`config.mk`:
```
export PLATFORM = sky130hd
export DESIGN_NAME = abre_ctrl
export DESIGN_NICKNAME = d
export VERILOG_FILES = /design/src/hw/rtl/abre_pkg.sv /design/src/hw/rtl/abre_ctrl.sv
export SDC_FILE = /design/constraint.sdc
export NUM_CORES = 1
export LEC_CHECK = 0
export BUFFER_PORTS_ARGS = -buffer_cell sky130_fd_sc_hd__clkbuf_2
export CORE_AREA = 5 5 42 44
export DETAILED_ROUTE_END_ITERATION = 16
export DIE_AREA = 0 0 47 49
export REMOVE_ABC_BUFFERS = 1
export SLEW_MARGIN = 5
export SYNTH_ARGS = -nofsm -noshare
export SYNTH_HDL_FRONTEND = slang
export SYNTH_SLANG_ARGS = --single-unit
export TNS_END_PERCENT = 20
```
`constraint.sdc`:
```
create_clock -name clk -period 2.4 [get_ports clk]
set_input_delay 0.48 -clock clk [delete_from_list [all_inputs] [get_ports clk]]
set_output_delay 0.48 -clock clk [all_outputs]
set_load 0.05 [all_outputs]
```
`src/hw/rtl/abre_pkg.sv`:
```
package abre_pkg;

  // Default geometry of the bitmap
  localparam int unsigned WORD_COUNT_DEF = 1024;
  localparam int unsigned WORD_BITS_DEF  = 64;

  // Fixed field widths
  localparam int unsigned TYPE_W = 2;
  localparam int unsigned IDX_W  = 16;
  localparam int unsigned LEN_W  = 17;
  // Wide enough for WORD_COUNT * WORD_BITS at the largest geometry
  localparam int unsigned TOT_W  = 23;
  // Scale of the reciprocal used to split a bit index into word and offset
  localparam int unsigned DIV_SHIFT = 22;

  // Request kinds
  localparam logic [TYPE_W-1:0] REQ_READ = 2'd0;
  localparam logic [TYPE_W-1:0] REQ_WRITE = 2'd1;
  localparam logic [TYPE_W-1:0] REQ_GET_SET = 2'd2;
  localparam logic [TYPE_W-1:0] REQ_FILL = 2'd3;

  // Commands from the controller to the datapath
  typedef struct packed {
    logic clr_step;
    logic load_req;
    logic div1;
    logic div2;
    logic div3;
    logic rd;
    logic wr;
    logic load_out;
  } cmd_t;

  // Status from the datapath to the controller
  typedef struct packed {
    logic clr_last;
    logic skip;
    logic walk_last;
  } stat_t;

endpackage

```
`src/hw/rtl/abre_ctrl.sv`:
```
module abre_ctrl (
  input  logic            clk,
  input  logic            rst_n,
  input  logic            in_valid,
  output logic            in_ready,
  output logic            out_valid,
  input  logic            out_ready,
  input  abre_pkg::stat_t st,
  output abre_pkg::cmd_t  cmd
);

  localparam logic [2:0] S_CLEAR = 3'd0;
  localparam logic [2:0] S_IDLE  = 3'd1;
  localparam logic [2:0] S_DIV1  = 3'd2;
  localparam logic [2:0] S_DIV2  = 3'd3;
  localparam logic [2:0] S_DIV3  = 3'd4;
  localparam logic [2:0] S_RD    = 3'd5;
  localparam logic [2:0] S_WR    = 3'd6;
  localparam logic [2:0] S_FIN   = 3'd7;

  logic [2:0] state_r, state_nxt;
  logic       out_valid_r, out_valid_nxt;

  assign in_ready  = (state_r == S_IDLE);
  assign out_valid = out_valid_r;

  // Sequence one request through split, walk and result
  always_comb begin
    state_nxt     = state_r;
    out_valid_nxt = out_valid_r;
    cmd           = '0;
    if (out_valid_r && out_ready) begin
      out_valid_nxt = 1'b0;
    end
    unique case (state_r)
      S_CLEAR: begin
        cmd.clr_step = 1'b1;
        if (st.clr_last) begin
          state_nxt = S_IDLE;
        end
      end
      S_IDLE: begin
        if (in_valid) begin
          cmd.load_req = 1'b1;
          state_nxt    = S_DIV1;
        end
      end
      S_DIV1: begin
        cmd.div1  = 1'b1;
        state_nxt = S_DIV2;
      end
      S_DIV2: begin
        cmd.div2  = 1'b1;
        state_nxt = S_DIV3;
      end
      S_DIV3: begin
        cmd.div3  = 1'b1;
        state_nxt = st.skip ? S_FIN : S_RD;
      end
      S_RD: begin
        cmd.rd    = 1'b1;
        state_nxt = S_WR;
      end
      S_WR: begin
        cmd.wr    = 1'b1;
        state_nxt = st.walk_last ? S_FIN : S_RD;
      end
      S_FIN: begin
        // Hold until the output register is free
        if (!out_valid_r || out_ready) begin
          cmd.load_out  = 1'b1;
          out_valid_nxt = 1'b1;
          state_nxt     = S_IDLE;
        end
      end
      default: begin
        state_nxt = S_CLEAR;
      end
    endcase
  end

  always_ff @(posedge clk) begin
    if (!rst_n) begin
      state_r     <= S_CLEAR;
      out_valid_r <= 1'b0;
    end else begin
      state_r     <= state_nxt;
      out_valid_r <= out_valid_nxt;
    end
  end

endmodule

```
==> flow_summary.toml <==
[clocking]
cts_buffers = 3
clock-root-buffer = "clkbuf_4"
cts_tree = "built"
cts_sinks = 4
clk_pin_slew_ps = 40
max-clock-path-buffers = 2
cts_resized = 0
clock_latency_ps = 240
holdBufCountCts = 0
cts_setup_buffers = 0
htreeDepth = 1

[global_route]
antenna_found_initial = 0
grt_overflow = 0
grt_pass1_wl_microns = 1060
grtUsageTotal = 0.0669
first_global_vias = 273
grt_max_degree = 13

[place]
dp_hpwl_microns = 537
dp_slack_ps = 751
dp.cells = 65
gp_congestion = 0.618
portBuffers = 16

[critical_path]
crit_path_top_delay_cell = "dfxtp_1"
reg2regPathDepth = 2
ff2ff_setup_slack_ps = 1110
cp.arrival_ps = 1420
critPathMaxFanout = 12
cpPeakStageDelay_ps = 530
reg2reg_from = "state_r[0]"
cp-start-kind = "flop"
path_delay_family = "flip-flops"
cp-end-kind = "output pin"
crit_required_ps = 1920
rr_endpoint = "state_r[1]"
path_class = "reg -> out"
worstPathCellList = "nand3_1 > nor2b_1 > clkbuf_2"
crit_buf_inv = 1

[min_path]
hp-start = "rst_n"
hp-class = "in -> reg"
holdPathEnd = "state_r[1]"
hold_depth = 2

[finish]
nFillCells = 164
final_layout_size_suffix_gt1_frac = 0.385
layout.cells.most_common = "clkbuf_2"
layout_common_cells = "clkbuf_2, nor2_1, dfxtp_1"
num_antenna_cells = 0
fin_cells = 68
area_growth_pct = 37.5
fin_nets = 61

[floorplanning]
io_pins = 17
initial_core_util = 0.193
die-area_sq_um = 2300
fp.dieH_microns = 49
rows = 14
coreArea_sq_um = 1400
die_w_microns = 47

[drt]
routedWlPerCell_microns = 10.4
drc = 0
final_antenna_net_count = 0
dr.pass1.iters = 4
vias = 301
first_iter_violations = 4
vias_per_cell = 4.43
wirelength_microns = 705

[synthesis]
synth_top_area_frac = 0.296
yosysTopAreaCell = "dfxtp_1"
synth_warnings = 0
synthCells = 36
syn_avg_cell_area_sq_um = 7.51
ys_types = 21
yosys-top-cells-area = "dfxtp_1, nor2_1, nand2b_1, a21oi_1, nor2b_1"
synthesis.area_sq_um = 270
synth_seq_cells = 4
ys_seq_area_frac = 0.296

[power_and_ir_drop]
p_leak_nw = 0.178
ir_worst_vdd_mv = 0.114
finalPower_mw = 0.242
cellPowerDensity_nw_per_um2 = 652

[job]
cap_violations = 0

[sta]
setup_ws_ps = 505
setup_viol = 0
drv_slew = 0
fin_setup_tns_ps = 0
slew_headroom = 0.760
fin_worst_skew_ps = 3.31
finalWorstPathRequiredPeriod_ps = 1900
hold_viol = 0
finalCritPeriodShare = 0.790
rsz0062_at_grt = "no"
worst_pin_slew_ps = 359
fmax_mhz = 528

[outcome]
status = "completed"
[registers in the layout (all words and copies together) (netlist names)]
signal,count
state_r,3
out_valid,1
[worst max path at each step]
stage	endpoint	depth (start not counted)	start	slack [ps]
after global routing	cmd[0]	3	state_r[2]	370
final	cmd[0]	3	state_r[1]	500
after CTS	cmd[6]	4	state_r[0]	500
after floorplan	cmd[6]	3	state_r[0]	150
after global placement	cmd[6]	4	state_r[0]	770
after detailed placement	cmd[6]	4	state_r[0]	750
[final cells by class]
| type | count | area, sq um | share of cell area |
|---|---|---|---|
| clock buffers | 3 | 22.5 | 0.0606 |
| inverters | 1 | 3.75 | 0.0101 |
| multi-input cells | 28 | 165 | 0.444 |
| flip-flops and latches | 4 | 80.1 | 0.215 |
| well taps | 16 | 20.0 | 0.0539 |
| repair buffers | 16 | 80.1 | 0.215 |
[per-stage QoR]
step | hold slack [ps] | utilization | cell area [sq um]
5_1_grt | 504 | 0.265 | 372
3_3_place_gp | 510 | 0.249 | 349
4_1_cts | 494 | 0.265 | 372
2_1_floorplan | 589 | - | 249
6_report | 499 | 0.265 | 372
3_5_place_dp | 517 | 0.249 | 349
[routing by layer]
layer  vias to the layer above  share of wire  global-route usage
met5                         -              0                   0
met3                         4           0.10              0.0221
met4                         0          0.028              0.0691
met2                        11           0.46              0.0950
li1                        157              -                   -
met1                       129           0.40              0.0702
[power breakdown]
| part | internal (mW) | total, mW | switching (mW) |
|---|---|---|---|
| combinational | 0.0228 | 0.0707 | 0.0480 |
| sequential | 0.0709 | 0.0826 | 0.0116 |
| clock | 0.0563 | 0.0891 | 0.0328 |
| total | 0.150 | 0.242 | 0.0924 |
[cell families after synthesis]
logic type / synth area share
AOI/OAI and AO/OA: 0.171
buffers and inverters: 0.0926
DFF: 0.296
muxes: 0.0417
and+or+nand+nor: 0.398
[synth_stat cells (all sizes together)]
master,count
buf,3
o311a,1
mux2,1
nor3,2
inv,1
dfxtp,4
nor3b,1
nand3,1
a21boi,1
nand4b,1
nand2,1
o21ai,1
and3,1
nor2,6
o221ai,1
a21oi,3
or3,1
nor2b,2
nand2b,3
and2,1
Note: power is estimated with default switching activity, not from simulation.
